**src/hw/rtl/fpo_pkg.sv**
```systemverilog
// Shared types and constants of the polygon inset offset unit.
// Used by every module of the block but fpo_div; depends on nothing.
package fpo_pkg;

  localparam int unsigned COORD_W = 32;
  localparam int unsigned IDX_W   = 16;
  localparam int unsigned THICK_W = 31;
  localparam int unsigned QUEUE_DEPTH = 4;

  // One unit vector component of value 1.0 (Q2.30).
  localparam logic [31:0] UNIT_ONE = 32'h4000_0000;

  localparam logic [1:0] ST_OK    = 2'd0;
  localparam logic [1:0] ST_SHORT = 2'd1;
  localparam logic [1:0] ST_ZERO  = 2'd2;
  localparam logic [1:0] ST_SAT   = 2'd3;

  // One corner to evaluate: previous, current and next vertex (x low, y high).
  typedef struct packed {
    logic [63:0]      pv;
    logic [63:0]      cv;
    logic [63:0]      nv;
    logic [IDX_W-1:0] idx;
    logic             fin;
    logic             short_poly;
    logic             force_sat;
  } job_t;

endpackage

```
**src/hw/rtl/fpo_fifo.sv**
```systemverilog
// Short job queue between the front end and the corner engine.
// Depends on fpo_pkg.
module fpo_fifo import fpo_pkg::*; #(
  parameter int DEPTH = 4
) (
  input  logic clk_i,
  input  logic rst_ni,
  input  logic push_i,
  input  job_t job_i,
  input  logic pop_i,
  output job_t head_o,
  output logic full_o,
  output logic empty_o
);

  localparam int AW = $clog2(DEPTH);

  job_t          mem_q [DEPTH];
  logic [AW-1:0] wr_q, rd_q;
  logic [AW:0]   cnt_q;

  assign head_o  = mem_q[rd_q];
  assign full_o  = (cnt_q == (AW+1)'(DEPTH));
  assign empty_o = (cnt_q == '0);

  always_ff @(posedge clk_i) begin
    if (push_i) mem_q[wr_q] <= job_i;
  end

  always_ff @(posedge clk_i or negedge rst_ni) begin
    if (!rst_ni) begin
      wr_q  <= '0;
      rd_q  <= '0;
      cnt_q <= '0;
    end else begin
      if (push_i) wr_q <= (wr_q == AW'(DEPTH - 1)) ? '0 : wr_q + AW'(1);
      if (pop_i) rd_q <= (rd_q == AW'(DEPTH - 1)) ? '0 : rd_q + AW'(1);
      if (push_i && !pop_i) cnt_q <= cnt_q + (AW+1)'(1);
      else if (pop_i && !push_i) cnt_q <= cnt_q - (AW+1)'(1);
    end
  end

endmodule

```
**config.mk**
```make
export PLATFORM = sky130hd
export DESIGN_NAME = fpo_fifo
export DESIGN_NICKNAME = d
export VERILOG_FILES = /design/src/hw/rtl/fpo_pkg.sv /design/src/hw/rtl/fpo_fifo.sv
export SDC_FILE = /design/constraint.sdc
export NUM_CORES = 1
export LEC_CHECK = 0
export CORE_MARGIN = 1.5
export CORE_UTILIZATION = 60
export CTS_CLUSTER_DIAMETER = 80
export DETAILED_ROUTE_END_ITERATION = 10
export DONT_BUFFER_PORTS = 1
export PLACE_DENSITY_LB_ADDON = 0.15
export SLEW_MARGIN = 30
export SYNTH_ARGS = -nofsm -noshare
export SYNTH_HDL_FRONTEND = slang
export SYNTH_SLANG_ARGS = --single-unit
```
**constraint.sdc**
```tcl
create_clock -name clk_i -period 16.6 [get_ports clk_i]
set_input_delay 1.66 -clock clk_i [delete_from_list [all_inputs] [get_ports clk_i]]
set_output_delay 1.66 -clock clk_i [all_outputs]
set_load 0.05 [all_outputs]
```
==> impl.org, run 1 <==
** Route
- For this run, design rule violations remaining after detail routing come to 0.
- The final route contains 12,200 vias.
- The first routing iteration left 1,078 violations.
- Final ANT Viol Nets :: 0
- In the final routed layout, each cell accounts on average for 30.6 um.
- Final routed wirelength across all metal layers :: 59,000 um
- Via density :: 6.30
- First drt pass iteration count :: 5

** Power and ir drop
- Clock power frac :: 0.247
- Power, Total :: 7.12 mW
- Total power divided by cell area :: 209 mW/mm^2
- Pint :: 4.35 mW
- Power spent charging and discharging nets :: 2.77 mW
- Reported leakage power :: 10.7 nW
- Flop pwr share :: 0.404
- Worst ir drop on vdd :: 0.000140 V
- Sw Ratio :: 0.389
- Power share of the combinational group :: 0.349

** Min path
- Worst min-delay path category :: flop to flop

** Clocking
- Clk Tree Root Cell :: clkbuf_16
- Counting every sink on the clock net gives 851.
- Gates resized during post-CTS repair numbered 0.
- Cts-stage hold buffer count :: 0
- Total CTS buffers :: 82
- Maximum count of clock buffers along a single path :: 3
- Clock latency on the worst-skew pair, taken at its later pin, is 0.61 ns.
- H-tree depth :: 3
- TritonCTS built the clock tree.
- Clock transition at the registers of the reported paths :: 0.06 ns
- In this run the post-CTS setup repair buffer count came out at 0.

** Layout
- After the last flow step, the layout net total stands at 1,418.
- Layout cells sized above 1 :: 0.287
- Fillers :: 3,080
- From synthesis to final layout, the design area changed by 10.5%.
- Count of antenna diodes in the layout :: 0
- Summing all non-filler instances in the final layout gives an area of 0.0341 mm^2.
- Number of standard cells in the layout, taps in and fillers out :: 1,930

** Worst setup path
- Crit. End Element :: output pin
- WS Path Type :: flop to output pin
- Worst setup SP type :: flop
- Setup crit end :: head_o[61]
- Worst r2r src :: wr_q[0]$_DFFE_PN0P_
- R2R setup slack :: 13.47 ns
- For the worst flop-to-flop path, the logic depth is 4.
- Req. time, crit path :: 14.94 ns
- Top fanout value on the critical path :: 46
- Arrival time of data at the critical path endpoint :: 3.61 ns
- Worst Setup SP :: rd_q[0]$_DFFE_PN0P_
- FF-to-FF End :: mem_q[3][89]$_DFFE_PP_

** Die
- Die Ht :: 230 um
- The total area inside the core boundary comes to 0.0505 mm^2.
- Die Outline Area :: 0.0528 mm^2
- Top-Level Pins :: 428
- Measured along the x axis, the die boundary spans 230 um.
- Initial core utilization :: 0.612
- After floorplanning, the core was divided into 82 placement rows.

** STA
- Across the routed clock network, the largest skew measured is 0.0192 ns.
- The smallest clock period supported by the final layout is computed as 5.27 ns.
- The number of endpoints with negative hold slack in the final report was 0.
- Max-slew headroom :: 0.369
- Adding up every negative setup slack in the final design gives 0 ns.
- Dividing the final minimum period by the clock period gives 0.317.
- Setup repair after global routing missed its margin :: false
- Setup violations remaining at the end of the flow were counted as 0.
- For the pin with the worst max-slew slack, the measured transition is 0.947 ns.
- Hold Worst Slack :: 0.503 ns
- The number of max-slew violations in the final report came to 0.
- Fmax :: 190 MHz

** GRT
- Entering global routing, the biggest net connects 103 pins.
- Across every metal layer, demand over resource in global routing totals 0.230.
- The initial antenna violation count came to 0.
- Via count of the first global-routing pass :: 12,800
- Wire length of the first global-routing pass :: 87,400 um
- Sum of overflow across all layers after global routing :: 0

** Synthesis
- Yosys cell types :: 18
- During synthesis, Yosys emitted a total of 0 warnings.
- The share of synthesized area in the top cell type comes to 0.821.
- Average cell area after synthesis :: 27.1 um^2
- Post-synthesis async set-or-reset flop share :: 0.00823
- Portion of the post-synthesis area used by sequential elements :: 0.827
- Sorting the synthesized cells by area gives the leading types as edfxtp_1 82%, mux4_2 15%, buf_6 0.73%, dfrtp_1 0.57%, buf_2 0.39%.
- In the post-synthesis netlist, the cell with the most instances is edfxtp_1.
- Of all cell types, the one taking the most synthesized area is edfxtp_1.
- In the synthesized netlist, the cells that appear most often are 844 x edfxtp_1, 211 x mux4_2, 24 x buf_2, 20 x buf_6, 7 x dfrtp_1.
- Post-synth top flop :: edfxtp_1
- Counting flops with a built-in enable in the synthesized netlist gives 844.
- Synth Net Count :: 1,362
- Flops & latches, synth :: 851
- Cell count after synthesis :: 1,140
- In this run the cell area of the synthesized design comes to 0.0309 mm^2.

** Placed design
- Summed over all nets, the half-perimeter wirelength after detailed placement is 36,500 um.
- The number of placed instances, taps included, is 1,783.
- The placed instances occupy a cell area of 0.0315 mm^2.
- Port-buffer cells :: 0
- Placer Congestion :: 0.835

** Outcome
- Status :: finished clean

** Job
- Number of max-cap violations :: 0
[cell families (layout without fill, tap and decap cells)]
logic type | Yosys count | in the layout | share of synthesized area
AND/OR/NAND/NOR | 11 | 11 | 0.00182
adder cells (fa/ha/maj) | 7 | 7 | 0.00308
XOR/XNOR | 3 | 3 | 0.000851
flip-flops | 851 | 851 | 0.827
AO/OA/AOI/OAI | 2 | 2 | 0.000324
multiplexers | 214 | 214 | 0.155
buffers and inverters | 52 | 170 | 0.0122
[critical path: stages, from the launching register on]
cell and delay, ns:
dfrtp_4 0.77, buf_6 0.59, buf_4 0.76, mux4_2 0.78
[metrics by stage]
step | util | worst slack, ns
2_1_floorplan | - | 9.56
3_3_place_gp | 0.625 | 11.63
3_5_place_dp | 0.625 | 11.59
4_1_cts | 0.675 | 10.90
5_1_grt | 0.676 | 10.98
6_report | 0.676 | 11.33
[how the worst min path moves through the flow]
| stage | start | end | slack [ns] | cells after the start |
|---|---|---|---|---|
| detailed placement | cnt_q[2]$_DFFE_PN0P_ | cnt_q[2]$_DFFE_PN0P_ | 0.50 | 1 |
| global placement | cnt_q[2]$_DFFE_PN0P_ | cnt_q[2]$_DFFE_PN0P_ | 0.47 | 1 |
| floorplan | cnt_q[2]$_DFFE_PN0P_ | cnt_q[2]$_DFFE_PN0P_ | 0.46 | 1 |
| finish | cnt_q[2]$_DFFE_PN0P_ | cnt_q[2]$_DFFE_PN0P_ | 0.50 | 1 |
| global route | cnt_q[2]$_DFFE_PN0P_ | cnt_q[2]$_DFFE_PN0P_ | 0.53 | 1 |
| CTS | cnt_q[2]$_DFFE_PN0P_ | cnt_q[2]$_DFFE_PN0P_ | 0.51 | 1 |
[state kept, by name, indices dropped and copies added (netlist names)]
register,cells
mem_q,844
cnt_q,3
rd_q,2
wr_q,2
[power by group through the flow]
stage                     registers, mW  clock network [mW]  logic [mW]
after floorplan                    2.92                   0        2.23
after global placement             2.90                   0        2.51
after detailed placement           2.92                   0        2.51
after CTS                          2.88                1.79        2.52
after global routing               2.91                1.88        2.57
final                              2.88                1.76        2.48
[area by class of cell]
class | instances | area [um^2] | area share
multi-input combinational | 237 | 4990 | 0.146
clock buffer | 101 | 2150 | 0.0631
inverter | 4 | 15.0 | 0.000440
clock inverter | 45 | 389 | 0.0114
timing repair buffer | 20 | 205 | 0.00601
tap | 672 | 841 | 0.0246
sequential | 851 | 25500 | 0.748
[placed cells by master (no fill, tap or decap), types with 2 or more instances in the layout]
cell type   Yosys  routed
nor2_1          3       3
inv_6           0       6
bufinv_16       0       5
edfxtp_1      844     844
and2_4          0       4
clkinvlp_4      0       3
mux4_2        211     211
clkinv_2        0      18
xor2_1          2       2
clkbuf_1        4      16
mux2_2          3       3
dfrtp_4         0       2
ha_1            6       6
clkbuf_16       0      82
clkbuf_8        0       3
dfrtp_1         7       5
o21ai_0         2       2
inv_1           4       4
buf_4           0      12
clkinv_1        0      10
buf_6          20       6
nand2_1         2       2
[per-layer routing]
layer,GRT usage,share of wire
met4,0.0652,0.020
met2,0.356,0.49
met1,0.295,0.37
met5,0,0
met3,0.111,0.12
Power figures use the tool's default switching activity.
==> run 2, diff against run 1 <==
--- a/config.mk
+++ b/config.mk
@@ -5,6 +5,7 @@
 export SDC_FILE = /design/constraint.sdc
 export NUM_CORES = 1
 export LEC_CHECK = 0
+export ABC_AREA = 1
 export CORE_MARGIN = 1.5
 export CORE_UTILIZATION = 60
 export CTS_CLUSTER_DIAMETER = 80
==> constraint.sdc (replaced) <==
create_clock -name clk_i -period 5.15 [get_ports clk_i]
set_input_delay 0.515 -clock clk_i [delete_from_list [all_inputs] [get_ports clk_i]]
set_output_delay 0.515 -clock clk_i [all_outputs]
set_load 0.05 [all_outputs]
==> impl.org, run 2 <==
** Outcome
- The flow ran to the end, and the final reports show no timing, DRC or antenna violations.

** Worst setup path
- The data arrival time of the worst path is 3.01 ns (-0.60 ns).
- The worst setup path is launched from a flop.
- Worst reg-to-reg path cell count :: 5 (+1)
- The worst path required time came to 4.64 ns (-10.30 ns).
- R2R setup slack :: 2.58 ns (-10.89 ns)
- The worst setup path is captured at an output pin.
- Worst r2r src :: wr_q[1]$_DFFE_PN0P_
- The critical-path maximum fanout came to 174 (+280%).
- FF-to-FF End :: mem_q[1][76]$_DFFE_PP_
- The worst setup path is of the flop to output pin kind.

** Power and ir drop
- The highest ir drop seen on vdd is 0.000539 V (+290%).
- The leakage power of the design is 15.0 nW (+40%).
- Total power divided by cell area :: 625 mW/mm^2 (+200%)

** STA
- The number of failing setup endpoints in the final timing report is 0 (unchanged).
- Setup repair after global routing left no endpoint under its margin.
- Post-route clock skew :: 0.0171 ns (-0.00205 ns)
- Subtracting the final worst setup slack from the clock period gives 3.52 ns.
- Of the available clock period, the critical path in the final layout requires 0.684.
- The relative slew slack was 0.163 (-0.206).
- Total count of hold-check failures in the final report :: 0 (unchanged)
- Post-Route Setup TNS :: 0 ns (unchanged)
- The transition time of the tightest slew-check pin is 1.26 ns (+0.308 ns).
- Fin. max-slew vios :: 0 (unchanged)
- Fmax :: 284 MHz

** Synthesis
- The cell count after synthesis came to 2,514 (+120%).
- Largest cells by area after synthesis :: edfxtp_1 75%, o211ai_1 9.4%, nand2_1 7.2%, inv_1 4.8%, buf_2 1.3%
- The share of the synthesized area in the top cell type came to 0.754 (-0.0675).
- The number of warnings reported in the yosys synthesis log came to 0 (unchanged).
- Post-synth EDFFs :: 844 (unchanged)
- Ranked by instance count, the synthesized netlist is headed by 844 x edfxtp_1, 648 x nand2_1, 433 x inv_1, 422 x o211ai_1, 89 x buf_2.
- Synth Net Count :: 2,736 (+100%)
- The largest total area in the synthesized netlist belongs to edfxtp_1.
- Flops & latches, synth :: 851 (unchanged)
- Portion of the post-synthesis area used by sequential elements :: 0.759 (-0.0679)
- The number of distinct standard cells referenced by the synthesized netlist is 19 (+1).
- Total standard cell area after synthesis :: 0.0336 mm^2 (+9.0%)
- Among all cell types in the netlist, the one instantiated most often is edfxtp_1.
- The most used flip-flop cell after synthesis is edfxtp_1.
- Post-synthesis async set-or-reset flop share :: 0.00823 (unchanged)
- Average cell area after synthesis :: 13.4 um^2 (-51%)

** Route
- The final wirelength is 70,900 um (+20%).
- Per-cell routed wire length :: 20.2 um (-34%)
- The detailed-route via count was 19,500 (+60%).
- The average vias per placed instance came to 5.54 (-12%).
- The violation count after the first detailed-route iteration came to 1,570 (+46%).
- DRC errors left :: 0 (unchanged)
- The total iterations of the first detailed-routing run is 5 (unchanged).
- The post-detailed-route count of antenna-violating nets came to 0 (unchanged).

** Min path
- The cell depth of the worst hold path came to 2 (+1).
- Worst hold start :: pop_i
- The path with the worst hold slack has its endpoint at rd_q[1]$_DFFE_PN0P_.
- Worst min-delay path category :: primary input to flop

** Clocking
- Clock transition at the registers of the reported paths :: 0.06 ns (about the same)
- The clock latency on the worst-skew pair came to 0.61 ns (about the same).
- Total CTS buffers :: 83 (+1.2%)
- CTS sink cnt :: 851 (unchanged)
- The count of buffers added by post-CTS timing repair for setup came to 0 (unchanged).
- Cts-stage hold buffer count :: 214 (+214)
- Maximum count of clock buffers along a single path :: 3 (unchanged)
- H-tree depth :: 3 (unchanged)
- CTS tree :: built
- Clk Tree Root Cell :: clkbuf_16
- Number of resized instances in the post-cts repair step :: 0 (unchanged)

** Placed design
- The half-perimeter wire length after detailed placement came to 40,700 um (+12%).
- Placer Congestion :: 0.856 (+2.5%)
- Port-buffer cells :: 0 (unchanged)
- Area of placed instances :: 0.0343 mm^2 (+8.7%)
- The number of instances in the placed design is 3,144 (+76%).

** Layout
- In the layout the commonest cells are 844 x edfxtp_1, 648 x nand2_1, 429 x inv_1, 422 x o211ai_1, 214 x dlygate4sd3_1.
- Flip-flop count of the largest register, all copies and words added :: 844 (unchanged)
- The library cell used most frequently in the layout, excluding fill and tap cells, is edfxtp_1.
- Layout Nets :: 2,917 (+110%)
- The largest registers in the layout are mem_q x844, cnt_q x3.
- The proportion of layout cells with a drive suffix above 1 came to 0.0540 (-0.233).
- Ranked by flip-flop count, first place goes to mem_q.
- Area of all placed cells without fillers :: 0.0391 mm^2 (+15%)
- Compared with the post-synthesis result, the final layout area differs by 16.4%.
- Number of standard cells in the layout, taps in and fillers out :: 3,513 (+82%)

** Die
- The area of the placeable core was 0.0552 mm^2 (+9.4%).
- Width of the die :: 240 um (+4.3%)
- The number of rows in the core area was 86 (+4.9%).
- The number of placed I/O pins is 428 (unchanged).
- The height of the die is 240 um (+4.3%).
- Initial core utilization :: 0.609 (-0.00224)
- The die area was 0.0575 mm^2 (+8.8%).

** GRT
- Total global-route track usage :: 0.246 (+0.0156)
- Sum of overflow across all layers after global routing :: 0 (unchanged)
- Wire length of the first global-routing pass :: 107,000 um (+22%)
- The initial antenna violation count is 9 (+9).
- Via count of the first global-routing pass :: 18,800 (+47%)
- Largest net degree at the start of global routing :: 175 (+70%)

** Job
- Number of max-cap violations :: 0 (unchanged)
## run 2: cell count changes after synthesis, sizes merged, moves of 4 or more
cell,delta
nand2,+646
inv,+431
o211ai,+422
mux4,-211
buf,+62
clkbuf,+30
and2,-4
## run 2: area by class of cell
| cell class | instances | area [um^2] |
|---|---|---|
| timing repair buffer | 236 | 2530 |
| antenna | 5 | 12.5 |
| fill | 3527 | 16100 |
| clock buffer | 108 | 2280 |
| clock inverter | 42 | 438 |
| inverter | 435 | 1670 |
| tap | 748 | 936 |
| sequential | 851 | 25500 |
| multi-input combinational | 1088 | 5760 |
## run 2: how the worst max path moves through the flow
stage / start / slack (ns) / to
final: rd_q[0]$_DFFE_PN0P_ / 1.63 / head_o[49]
after global routing: rd_q[0]$_DFFE_PN0P_ / 1.46 / head_o[202]
after CTS: rd_q[0]$_DFFE_PN0P_ / 1.50 / head_o[43]
after detailed placement: rd_q[0]$_DFFE_PN0P_ / 2.19 / head_o[43]
after global placement: rd_q[0]$_DFFE_PN0P_ / 2.21 / head_o[42]
after floorplan: wr_q[0]$_DFFE_PN0P_ / 0.90 / mem_q[0][0]$_DFFE_PP_
## run 2: where the power goes
group | leakage [nW] | internal (mW) | total (mW) | switching (mW)
sequential | 7.84 | 8.87 | 9.13 | 0.259
clock | 1.33 | 3.57 | 6.03 | 2.46
combinational | 5.80 | 1.43 | 9.31 | 7.89
total | 15.0 | 13.9 | 24.5 | 10.6
## run 2: logic make-up (layout without fill, tap and decap cells)
kind of cell,after synthesis,after routing,synth area share
compound gates,426,426,0.0948
other cells,0,5,0
simple gates,654,654,0.0732
buf+inv,575,821,0.0702
fa+ha+maj,7,7,0.00283
xor+xnor,1,1,0.000260
flops,851,851,0.759
## run 2: critical path, stage by stage, from the launching register on
cell,delay [ns]
dfrtp_1,0.48
clkinv_8,0.53
buf_12,0.46
o211ai_1,0.41
nand2_1,0.41
## run 2: per-layer routing
| metal | routed length (um) | vias to the layer above | global-route usage |
|---|---|---|---|
| met1 | 27900 | 9399 | 0.318 |
| li1 | - | 9185 | - |
| met5 | 53 | - | 0 |
| met3 | 5950 | 160 | 0.0693 |
| met2 | 34600 | 706 | 0.400 |
| met4 | 2300 | 8 | 0.0894 |
## run 2: metrics by stage
step,hold WS [ns],power [mW],setup WS [ns],util
2_1_floorplan,0.219,17.0,0.897,-
3_3_place_gp,0.220,18.3,2.21,0.620
3_5_place_dp,0.220,18.4,2.19,0.621
4_1_cts,0.00553,24.6,1.50,0.709
5_1_grt,0.0182,25.5,1.46,0.709
6_report,0.0476,24.5,1.63,0.709
