## config.mk

```make
export PLATFORM = sky130hd
export DESIGN_NAME = fpo_front_flat
export DESIGN_NICKNAME = d
export VERILOG_FILES = /design/src/hw/rtl/fpo_pkg.sv /design/src/hw/rtl/fpo_if.sv /design/src/hw/rtl/fpo_front.sv /design/src/flat_wrapper.sv
export SDC_FILE = /design/constraint.sdc
export NUM_CORES = 1
export LEC_CHECK = 0
export BUFFER_PORTS_ARGS = -buffer_cell sky130_fd_sc_hd__buf_2
export CORE_AREA = 2 2 226 172
export CTS_CLUSTER_DIAMETER = 40
export CTS_CLUSTER_SIZE = 25
export DETAILED_ROUTE_END_ITERATION = 6
export DIE_AREA = 0 0 228 174
export GPL_ROUTABILITY_DRIVEN = 0
export PLACE_DENSITY_LB_ADDON = 0.2
export SLEW_MARGIN = 20
export SYNTH_ARGS = -nofsm -noshare
export SYNTH_HDL_FRONTEND = slang
export SYNTH_SLANG_ARGS = --single-unit
```

## constraint.sdc

```tcl
create_clock -name clk_i -period 13.7 [get_ports clk_i]
set_input_delay 2.74 -clock clk_i [delete_from_list [all_inputs] [get_ports clk_i]]
set_output_delay 2.74 -clock clk_i [all_outputs]
set_load 0.005 [all_outputs]
```

## src/hw/rtl/fpo_pkg.sv

```systemverilog
// Shared types and constants of the polygon inset offset unit.
// Used by every module of the block but fpo_div; depends on nothing.
package fpo_pkg;

  localparam int unsigned COORD_W = 32;
  localparam int unsigned IDX_W   = 16;
  localparam int unsigned THICK_W = 31;
  localparam int unsigned QUEUE_DEPTH = 4;

  // One unit vector component of value 1.0 (Q2.30).
  localparam logic [31:0] UNIT_ONE = 32'h4000_0000;

  localparam logic [1:0] ST_OK    = 2'd0;
  localparam logic [1:0] ST_SHORT = 2'd1;
  localparam logic [1:0] ST_ZERO  = 2'd2;
  localparam logic [1:0] ST_SAT   = 2'd3;

  // One corner to evaluate: previous, current and next vertex (x low, y high).
  typedef struct packed {
    logic [63:0]      pv;
    logic [63:0]      cv;
    logic [63:0]      nv;
    logic [IDX_W-1:0] idx;
    logic             fin;
    logic             short_poly;
    logic             force_sat;
  } job_t;

endpackage

```

## src/hw/rtl/fpo_if.sv

```systemverilog
// Handshake interfaces for the vertex input and the inset result output.
// Depends on nothing.
interface fpo_pt_if;
  logic               valid;
  logic               ready;
  logic signed [31:0] point_x;
  logic signed [31:0] point_y;
  logic               end_of_polygon;
  modport source(output valid, point_x, point_y, end_of_polygon, input ready);
  modport sink(input valid, point_x, point_y, end_of_polygon, output ready);
endinterface


```

## src/hw/rtl/fpo_front.sv

```systemverilog
// Front end: accepts vertex words, tracks the polygon window and queues corner jobs.
// Depends on fpo_pkg and fpo_if.
module fpo_front import fpo_pkg::*; #(
  parameter int INDEX_BITS = 16
) (
  input  logic   clk_i,
  input  logic   rst_ni,
  fpo_pt_if.sink pt_i,
  input  logic   full_i,
  output logic   push_o,
  output job_t   job_o
);

  localparam int CW = INDEX_BITS + 1;
  localparam logic [CW-1:0] COUNT_MAX = '1;
  localparam logic [CW-1:0] INDEX_LIMIT = CW'(1) << INDEX_BITS;

  logic [63:0]   first_q, second_q, prev_q, cur_q;
  logic [CW-1:0] cnt_q, n_q;
  logic [2:0]    pend_q, pend_d;
  job_t          job_a_q;

  logic          accept;
  logic [63:0]   v;
  logic [CW-1:0] n_new;

  function automatic logic [IDX_W:0] map_idx(input logic [CW-1:0] i);
    logic [31:0] w;
    begin
      if (i >= INDEX_LIMIT) begin
        w = 32'(INDEX_LIMIT - CW'(1));
        map_idx = {1'b1, w[IDX_W-1:0]};
      end else begin
        w = 32'(i);
        map_idx = {1'b0, w[IDX_W-1:0]};
      end
    end
  endfunction

  assign pt_i.ready = (pend_q == 3'b000);
  assign accept = pt_i.valid && pt_i.ready;
  assign v = {pt_i.point_y, pt_i.point_x};
  assign n_new = (cnt_q < COUNT_MAX) ? cnt_q + CW'(1) : cnt_q;

  // Job selection, oldest pending first.
  always_comb begin
    logic [IDX_W:0] m;
    job_o = job_a_q;
    m = map_idx(n_q - CW'(1));
    if (!pend_q[0] && pend_q[1]) begin
      job_o.pv = prev_q;
      job_o.cv = cur_q;
      job_o.nv = first_q;
      job_o.fin = (n_q < CW'(3));
      job_o.short_poly = (n_q < CW'(3));
      job_o.idx = (n_q < CW'(3)) ? '0 : m[IDX_W-1:0];
      job_o.force_sat = (n_q < CW'(3)) ? 1'b0 : m[IDX_W];
    end else if (!pend_q[0] && !pend_q[1]) begin
      job_o.pv = cur_q;
      job_o.cv = first_q;
      job_o.nv = second_q;
      job_o.fin = 1'b1;
      job_o.short_poly = 1'b0;
      job_o.idx = '0;
      job_o.force_sat = (n_q > INDEX_LIMIT);
    end
    push_o = (pend_q != 3'b000) && !full_i;
    pend_d = pend_q;
    if (push_o) begin
      if (pend_q[0]) pend_d[0] = 1'b0;
      else if (pend_q[1]) pend_d[1] = 1'b0;
      else pend_d[2] = 1'b0;
    end
  end

  always_ff @(posedge clk_i or negedge rst_ni) begin
    if (!rst_ni) begin
      first_q  <= '0;
      second_q <= '0;
      prev_q   <= '0;
      cur_q    <= '0;
      cnt_q    <= '0;
      n_q      <= '0;
      pend_q   <= '0;
    end else if (accept) begin
      if (cnt_q == CW'(0)) first_q <= v;
      if (cnt_q == CW'(1)) second_q <= v;
      prev_q <= cur_q;
      cur_q  <= v;
      n_q    <= n_new;
      cnt_q  <= pt_i.end_of_polygon ? '0 : n_new;
      pend_q <= {pt_i.end_of_polygon && (n_new >= CW'(3)), pt_i.end_of_polygon,
                 cnt_q >= CW'(2)};
    end else begin
      pend_q <= pend_d;
    end
  end

  always_ff @(posedge clk_i) begin
    logic [IDX_W:0] m;
    m = map_idx(cnt_q - CW'(1));
    if (accept) begin
      job_a_q.pv <= prev_q;
      job_a_q.cv <= cur_q;
      job_a_q.nv <= v;
      job_a_q.idx <= m[IDX_W-1:0];
      job_a_q.force_sat <= m[IDX_W];
      job_a_q.fin <= 1'b0;
      job_a_q.short_poly <= 1'b0;
    end
  end

endmodule

```

## src/flat_wrapper.sv

```systemverilog
// flat-port wrapper written by rule: the top's interface ports become plain ports
module fpo_front_flat import fpo_pkg::*;
#(
  parameter int INDEX_BITS = 16
)
  (clk_i, rst_ni, full_i, push_o, job_o, pt_i_valid, pt_i_point_x, pt_i_point_y, pt_i_end_of_polygon, pt_i_ready);
  fpo_pt_if pt_i_i ();
  input  logic clk_i;
  input  logic rst_ni;
  input  logic full_i;
  output logic push_o;
  output job_t job_o;
  input wire logic [$bits(pt_i_i.valid)-1:0] pt_i_valid;
  input wire logic [$bits(pt_i_i.point_x)-1:0] pt_i_point_x;
  input wire logic [$bits(pt_i_i.point_y)-1:0] pt_i_point_y;
  input wire logic [$bits(pt_i_i.end_of_polygon)-1:0] pt_i_end_of_polygon;
  output wire logic [$bits(pt_i_i.ready)-1:0] pt_i_ready;
  assign pt_i_i.valid = pt_i_valid;
  assign pt_i_i.point_x = pt_i_point_x;
  assign pt_i_i.point_y = pt_i_point_y;
  assign pt_i_i.end_of_polygon = pt_i_end_of_polygon;
  assign pt_i_ready = pt_i_i.ready;
  fpo_front #(.INDEX_BITS(INDEX_BITS)) u_core (.clk_i(clk_i), .rst_ni(rst_ni), .pt_i(pt_i_i), .full_i(full_i), .push_o(push_o), .job_o(job_o));
endmodule
```

==> results of run 1 <==
[cell usage in the layout, fill, tap and decap left out, types with 3 or more instances in the layout]
master / netlist / layout
sky130_fd_sc_hd__o21ai_0: 226 / 226
sky130_fd_sc_hd__nand2_1: 635 / 634
sky130_fd_sc_hd__nand2b_1: 4 / 4
sky130_fd_sc_hd__mux2_2: 9 / 9
sky130_fd_sc_hd__xnor2_1: 18 / 17
sky130_fd_sc_hd__a211oi_1: 11 / 11
sky130_fd_sc_hd__inv_8: 0 / 10
sky130_fd_sc_hd__buf_4: 1 / 10
sky130_fd_sc_hd__clkinv_8: 0 / 5
sky130_fd_sc_hd__dfrtp_1: 293 / 291
sky130_fd_sc_hd__bufinv_16: 0 / 4
sky130_fd_sc_hd__and3_1: 5 / 5
sky130_fd_sc_hd__edfxtp_1: 209 / 209
sky130_fd_sc_hd__clkinv_4: 0 / 5
sky130_fd_sc_hd__inv_1: 6 / 6
sky130_fd_sc_hd__inv_6: 0 / 8
sky130_fd_sc_hd__or4_1: 6 / 6
sky130_fd_sc_hd__nor2_1: 34 / 34
sky130_fd_sc_hd__xor2_1: 15 / 14
sky130_fd_sc_hd__a31oi_1: 6 / 6
sky130_fd_sc_hd__o22ai_1: 3 / 3
sky130_fd_sc_hd__a311oi_1: 3 / 3
sky130_fd_sc_hd__inv_12: 0 / 4
sky130_fd_sc_hd__ha_1: 6 / 6
sky130_fd_sc_hd__o31ai_1: 16 / 16
sky130_fd_sc_hd__buf_2: 17 / 280
sky130_fd_sc_hd__nor3_1: 13 / 13
sky130_fd_sc_hd__nor4_1: 8 / 8
sky130_fd_sc_hd__mux2_4: 120 / 120
sky130_fd_sc_hd__a21oi_1: 13 / 13
sky130_fd_sc_hd__mux2i_1: 193 / 193
sky130_fd_sc_hd__clkbuf_16: 0 / 51
sky130_fd_sc_hd__nand3_1: 12 / 12
sky130_fd_sc_hd__a21o_1: 15 / 15
sky130_fd_sc_hd__or3_1: 5 / 5
sky130_fd_sc_hd__nand4_1: 5 / 5
[layer usage]
metal / routed length (um) / share of wire (%)
met1: 24900 / 46
met2: 24900 / 46
met3: 3010 / 5.5
met4: 1370 / 2.5
met5: 13 / 0.024
[state kept, by name (all words and copies together), names as in the netlist]
register and count:
u_core.first_q 64, u_core.pend_q 3, u_core.cnt_q 17, u_core.prev_q 64, u_core.cur_q 64, u_core.second_q 64, u_core.job_a_q 209, u_core.n_q 17
[stage by stage]
| stage | hold slack, ns | total power, uW | utilization, % |
|---|---|---|---|
| 2_1_floorplan | 0.446 | 4410 | - |
| 3_3_place_gp | 0.453 | 5260 | 65.8 |
| 3_5_place_dp | 0.457 | 5350 | 65.8 |
| 4_1_cts | 0.472 | 6860 | 70.6 |
| 5_1_grt | 0.485 | 7240 | 70.7 |
| 6_report | 0.473 | 6830 | 70.7 |
[area by class of cell]
cell class | count | share of cell area (%)
diodes | 2 | 0.0188
clock buffers | 52 | 4.84
well taps | 512 | 2.40
repair buffers | 293 | 5.72
multi-input cells | 1415 | 33.8
clock inverters | 40 | 1.97
inverters | 7 | 0.127
flip-flops and latches | 502 | 51.1
[worst min path at each step]
stage	startpoint	end	slack (ns)	cells after the start
after global routing	u_core.prev_q[16]$_DFFE_PN0P_	u_core.job_a_q[163]$_DFFE_PP_	0.48	0
after detailed placement	u_core.prev_q[12]$_DFFE_PN0P_	u_core.job_a_q[159]$_DFFE_PP_	0.46	0
after global placement	u_core.prev_q[6]$_DFFE_PN0P_	u_core.job_a_q[153]$_DFFE_PP_	0.45	0
after CTS	u_core.prev_q[12]$_DFFE_PN0P_	u_core.job_a_q[159]$_DFFE_PP_	0.47	0
final	u_core.prev_q[12]$_DFFE_PN0P_	u_core.job_a_q[159]$_DFFE_PP_	0.47	0
after floorplan	u_core.prev_q[0]$_DFFE_PN0P_	u_core.job_a_q[147]$_DFFE_PP_	0.45	0
[power by group]
part / total [uW] / switching, uW / internal [uW]
clock network: 1480 / 674 / 810
logic: 2580 / 1390 / 1190
registers: 2760 / 469 / 2300
[cell usage after synthesis, drive strengths merged, types with 9 or more instances]
cell,n
nand2,637
dfrtp,293
o21ai,226
edfxtp,209
mux2i,193
mux2,129
clkbuf,95
buf,50
nor2,36
xnor2,18
o31ai,16
a21o,15
xor2,15
nor3,14
a21oi,13
nand3,12
a211oi,11
nor4,9
[kinds of logic (layout without fill, tap and decap cells)]
logic type,after synthesis,after routing,share of synthesized area [%]
fa+ha+maj,6,6,0.321
compound gates,302,302,7.13
simple gates,752,752,13.3
xor+xnor,33,33,1.24
other cells,0,2,0
flops,502,502,58.2
mux,322,322,16.4
buf+inv,152,392,3.44
==> results, run 1 <==
- The flow ran to the end, and the final reports show no timing, DRC or antenna violations.
- The peak ir drop on the vdd network is 0.000323 V.
- Ranked by total cell area, the synthesized netlist is headed by sky130_fd_sc_hd__dfrtp_1 (31%), sky130_fd_sc_hd__edfxtp_1 (27%), sky130_fd_sc_hd__nand2_1 (10%).
- Along the worst path, the maximum fanout reaches 125.
- The half-perimeter wire length after detailed placement is 32.8 mm.
- The data arrival time of the worst path is 3.86 ns.
- The antenna violation net count after detailed routing is 0.
- The part of the Yosys area used for sequential elements is 58.2%.
- The final number of setup-violating endpoints is 0.
- For this run, the slowest stage of the critical path takes 0.98 ns.
- The fraction of registers with async set or reset after synthesis is 58.4%.
- Following the worst setup path forward leads to its endpoint at job_o[59].
- The clock buffer count from CTS is 49.
- The count of clock tree sinks is 502.
- The setup path with the least slack is of type flip-flop to output port.
- The first routing iteration left 1717 violations.
- The number of standard cells in the final layout excluding fillers is 2823.
- The start point of the critical path is u_core.pend_q[0]$_DFFE_PN0P_.
- Buffers added to address setup during post-CTS repair amount to 0.
- Clock skew on the completed layout was measured at 0.0245 ns.
- The logic depth of the worst register-to-register path is 6.
- The worst pin sits at a relative slew slack of 15.0%.
- The core outline area is 0.0377 mm2.
- Synthesis instantiated 61 different standard cells from the library.
- The number of global-route vias before repair was 15500.
- The reported leakage power is 0.0120 uW.
- The number of antenna violations at the first check in global routing is 3.
- The effective utilization at floorplan is 62.1%.
- The type of element launching the critical path is a flip-flop.
- STA classifies the critical path endpoint as an output port.
- The mapped netlist covers 0.0234 mm2.
- The required time of the critical path is 10.96 ns.
- The final number of max-transition violations came to 0.
- The cell with the largest stage delay on the worst path is sky130_fd_sc_hd__dfrtp_4.
- Global routing consumed, on the met3 layer, 4.07% of the routing resources.
- The power per cell area is 256 mW/mm2.
- The number of buffers and inverters on the critical path is 3.
- In the final layout, flip-flops and latches occupy 0.0136 mm2.
- The most used flip-flop cell after synthesis is sky130_fd_sc_hd__dfrtp_1.
- The Yosys step of the flow raised 0 warnings.
- Of the post-synthesis cell area, the dominant cell type holds 31.3%.
- The count of endpoints failing hold in the final timing report is 0.
- In this run, synthesis inferred 209 flip-flops with an integrated enable.
- The maximum root-to-sink buffer count is 3.
- For met1 alone, demand over resource in global routing was 41.1%.
- After detailed placement, the total cell area comes to 0.0248 mm2.
- The cell count along the critical path is 4.
- Counting every instance in the synthesized netlist gives 2069.
- The post-layout net count is 2343.
- The final routed wire length divided by cell count is 19.2 um.
- Entering global routing, the biggest net connects 138 pins.
- Setup repair after global routing left no endpoint under its margin.
- The number of gates resized after CTS is 0.
- The count of input and output buffers is 281.
- The via count of the routed design is 16200.
- The worst setup slack after layout is 7.10 ns.
- The multi-input combinational cells in the finished layout cover a total of 0.00901 mm2.
- Global routing used 27.1% of the available tracks.
- The routing usage on met2 is 41.3%.
- The fill cell total of the finished layout is 2726.
- The aggregate global routing overflow is 0.
- For this design the top-level I/O count stands at 282.
- The floorplan has 62 rows.
- The CTS tree is done.
- In the final layout, the share of cells above drive strength 1 is 23.0%.
- The die span in y is 174 um.
- A synthesized cell averages 11.3 um2.
- The actual slew at the worst max-slew pin is 1.27 ns.
- The mean number of vias per cell is 5.74.
- The clock latency reported for the late side of the worst-skew pair is 0.58 ns.
- The first detailed-routing pass ran for 7 iterations.
- The root buffer cell is sky130_fd_sc_hd__clkbuf_16.
- The clock period could shrink to 6.60 ns.
- The count of maximum capacitance violations is 0.
- The peak-usage layer in the global routing report is met2.
- The area growth from synthesis to final layout is 13.9%.
- Timing analysis after detailed placement gives a worst setup slack of 7.37 ns.
- The net count after synthesis is 2144.
- The final cycle utilization of the critical path is 48.2%.
- After detailed routing, the number of remaining DRC violations is 0.
- The path category of the worst min-delay check is flip-flop to flip-flop.
- Buffers inserted to repair hold after CTS numbered 0.
- The upper clock frequency limit is 152 MHz.
- The worst register-to-register path begins at u_core.pend_q[1]$_DFFE_PN0P_.
- Summing all non-filler instances in the final layout gives an area of 0.0266 mm2.
- The floorplan step defined a die boundary enclosing 0.0397 mm2.
- The endpoint identified for the worst register-to-register timing path is u_core.job_a_q[105]$_DFFE_PP_.
- The largest area contributor in the synthesized netlist is sky130_fd_sc_hd__dfrtp_1.
- The post-CTS clock slew at the launch and capture registers of the worst setup and hold paths is 0.07 ns.
- The count of H-tree levels built during CTS is 2.
- After detailed routing, the total wire length is 54.3 mm.
- The wire length of the first global-routing pass is 86.5 mm.
- The die is 228 um wide.
- The critical path goes through buf_6 -> buf_4 -> o21ai_0 -> buf_2.
- Across all register-to-register paths, the minimum setup slack is 8.48 ns.
- The number of cells after detailed placement is 2729.
- The total negative slack is 0 ns.
- The cell family contributing the most delay on the critical path is buffers and inverters.
- The register bit count reported by yosys is 502.
(Power assumes the default switching activity.)
==> inputs of run 2 (changes only) <==
CORE_AREA = 2 2 233 178   (was 2 2 226 172)
DIE_AREA = 0 0 235 180   (was 0 0 228 174)
clock period = 6.81 ns   (was 13.7 ns; I/O delays follow)
==> results, run 2 (synthesized netlist as in run 1, its figures left out) <==
- The count of endpoints failing hold in the final timing report is 0.
- The count of cells in the finished layout, fillers not included, comes to 2848.
- The die is 180 um tall.
- The final critical delay including setup and external delays is 4.80 ns.
- The via count of the routed design is 16000.
- The flip-flop and latch area is 0.0136 mm2.
- In this run, the number of DRC markers left after iteration 0 of detailed routing was 1516.
- Summing all multi-input logic gate instances after layout gives 0.00900 mm2.
- More flip-flops sit in one register than any other, and that register is u_core.job_a_q.
- The aggregate global routing overflow is 0.
- The peak fanout along the critical path is 13.
- The quantity of hold-fixing buffers added after cts is 0.
- Setup violations remaining at the end of the flow were counted as 0.
- After layout, the worst path uses 70.5% of the clock period.
- The fraction of final layout cells with drive strength greater than 1 is 23.0%.
- The worst-case IR drop observed on VDD is 0.000422 V.
- Dividing the detail-routed via count by the number of cells gives 5.62.
- The final number of max-transition violations came to 0.
- The count of maximum capacitance violations is 0.
- The number of DRC violations after detailed routing is 0.
- After clock tree synthesis, the clock-pin slew on the worst setup and hold paths is 0.06 ns.
- The number of gates resized after CTS was 0.
- After routing the design area is 0.0267 mm2.
- Adding up every negative setup slack in the final design gives 0 ns.
- Entering global routing, the biggest net connects 204 pins.
- The worst setup path is captured at an output port.
- Leaving out fill and tap cells, the most frequent cell in the layout is sky130_fd_sc_hd__nand2_1.
- The reported leakage power is 0.0120 uW.
- The run finished with clean final reports.
- Based on the critical path, the design can be clocked at up to 208 MHz.
- The fill cell total of the finished layout is 3031.
- The min-delay analysis places its worst path in the category flip-flop to flip-flop.
- The worst hold slack is 0.470 ns.
- OpenSTA, run right after detailed placement, puts the worst setup slack at 2.64 ns.
- Global routing used 25.2% of the available tracks across all layers.
- In the post-route analysis, the smallest setup slack over all paths is 2.01 ns.
- The wire length of the first global-routing pass is 86.4 mm.
- The number of antenna violations at the first check in global routing is 5.
- The region available for standard cell placement spans 0.0401 mm2.
- The critical path in this run is classified as flip-flop to output port.
- In the layout the commonest cells are sky130_fd_sc_hd__nand2_1 (634), sky130_fd_sc_hd__dfrtp_1 (291), sky130_fd_sc_hd__buf_2 (280), sky130_fd_sc_hd__o21ai_0 (226), sky130_fd_sc_hd__edfxtp_1 (209).
- The antenna violation net count after detailed routing is 0.
- Setup repair after global routing left no endpoint under its margin.
- The headroom to the max-slew limit is 35.2%.
- The buffers inserted during post-CTS setup optimization is 0.
- The final wirelength is 53.8 mm.
- In this run the horizontal extent of the chip is 235 um.
- The actual slew at the worst max-slew pin is 0.973 ns.
- The number of flip-flops under the largest register name is 209.
- The power per cell area is 513 mW/mm2.
- The count of input and output buffers is 281.
- The clock skew after layout is 0.0294 ns.
- The required time of the critical path is 5.45 ns.
- The area growth from synthesis to final layout is 14.1%.
- The clock latency reported for the late side of the worst-skew pair is 0.59 ns.
- In this run, CTS created clock tree buffers numbering 53.
- The number of global-route vias before repair came to 15500.
- The clock drives 502 sinks.
- The longest clock path from root to sink contains 3 buffers.
- The root buffer cell is sky130_fd_sc_hd__clkbuf_16.
- The worst setup path is launched from a flip-flop.
- The overall die area is 0.0423 mm2.
- The initial utilization of the core area, before any placement, comes to 58.3%.
- After the last flow step, the layout net total stands at 2347.
- The count of H-tree levels built during CTS is 2.
- Before antenna repair, the detailed router went through 6 iterations.
- The post-place instance area is 0.0248 mm2.
- Counting tap cells, the placed design contains a total of 2745 instances.
- After detailed routing, the average wire length per cell comes to 18.9 um.
- The number of cell rows is 64.
- After legalization and detailed placement, the total HPWL measured 32.4 mm.
- The CTS tree is done.
- 282 I/O pins were placed.
- The data arrival time of the worst path is 3.44 ns.
[run 2: layout make-up]
class | instances | area share (%)
multi-input combinational | 1415 | 33.7
tap | 528 | 2.47
antenna | 3 | 0.0281
clock buffer | 62 | 5.36
sequential | 502 | 51.0
timing repair buffer | 293 | 5.79
clock inverter | 38 | 1.54
inverter | 7 | 0.126
[run 2: worst max-delay path: stages, from the launching register on]
cell and delay, ns:
sky130_fd_sc_hd__dfrtp_1 0.43, sky130_fd_sc_hd__inv_1 0.09, sky130_fd_sc_hd__ha_1 0.17, sky130_fd_sc_hd__or3b_1 0.40
sky130_fd_sc_hd__or4_1 0.64, sky130_fd_sc_hd__nor2_2 0.17, sky130_fd_sc_hd__xnor2_1 0.44, sky130_fd_sc_hd__a311oi_1 0.22
sky130_fd_sc_hd__a21o_1 0.20, sky130_fd_sc_hd__buf_2 0.12
[run 2: per-layer routing]
metal,track usage [%],part of all wire [%]
met5,0,0.045
met4,6.81,2.0
met2,38.6,46
met1,37.7,46
met3,4.01,5.4
[run 2: power breakdown]
part	switching (uW)	internal (uW)
Clock	1330	1680
Sequential	886	4620
Combinational	2820	2380
Total	5030	8680
[run 2: path summary, 6_finish.rpt]
kind | slack (ns) | endpoint | start | cells after the start
setup / recovery | 2.01 | job_o[11] | u_core.n_q[0]$_DFFE_PN0P_ | 9
hold / removal | 0.47 | u_core.job_a_q[203]$_DFFE_PP_ | u_core.prev_q[56]$_DFFE_PN0P_ | 0
setup reg to reg | 3.02 | u_core.job_a_q[117]$_DFFE_PP_ | u_core.pend_q[0]$_DFFE_PN0P_ | 4
hold reg to reg | 0.47 | u_core.job_a_q[203]$_DFFE_PP_ | u_core.prev_q[56]$_DFFE_PN0P_ | 0
max in group asynchronous | 4.58 | u_core.second_q[0]$_DFFE_PN0P_ | rst_ni | 2
min in group asynchronous | 0.76 | u_core.second_q[52]$_DFFE_PN0P_ | rst_ni | 1
[run 2: stage by stage]
stage | utilization, % | power, uW
after floorplan | - | 8800
after global placement | 61.9 | 10600
after detailed placement | 61.9 | 10800
after CTS | 66.5 | 13800
after global routing | 66.6 | 14600
final | 66.6 | 13700
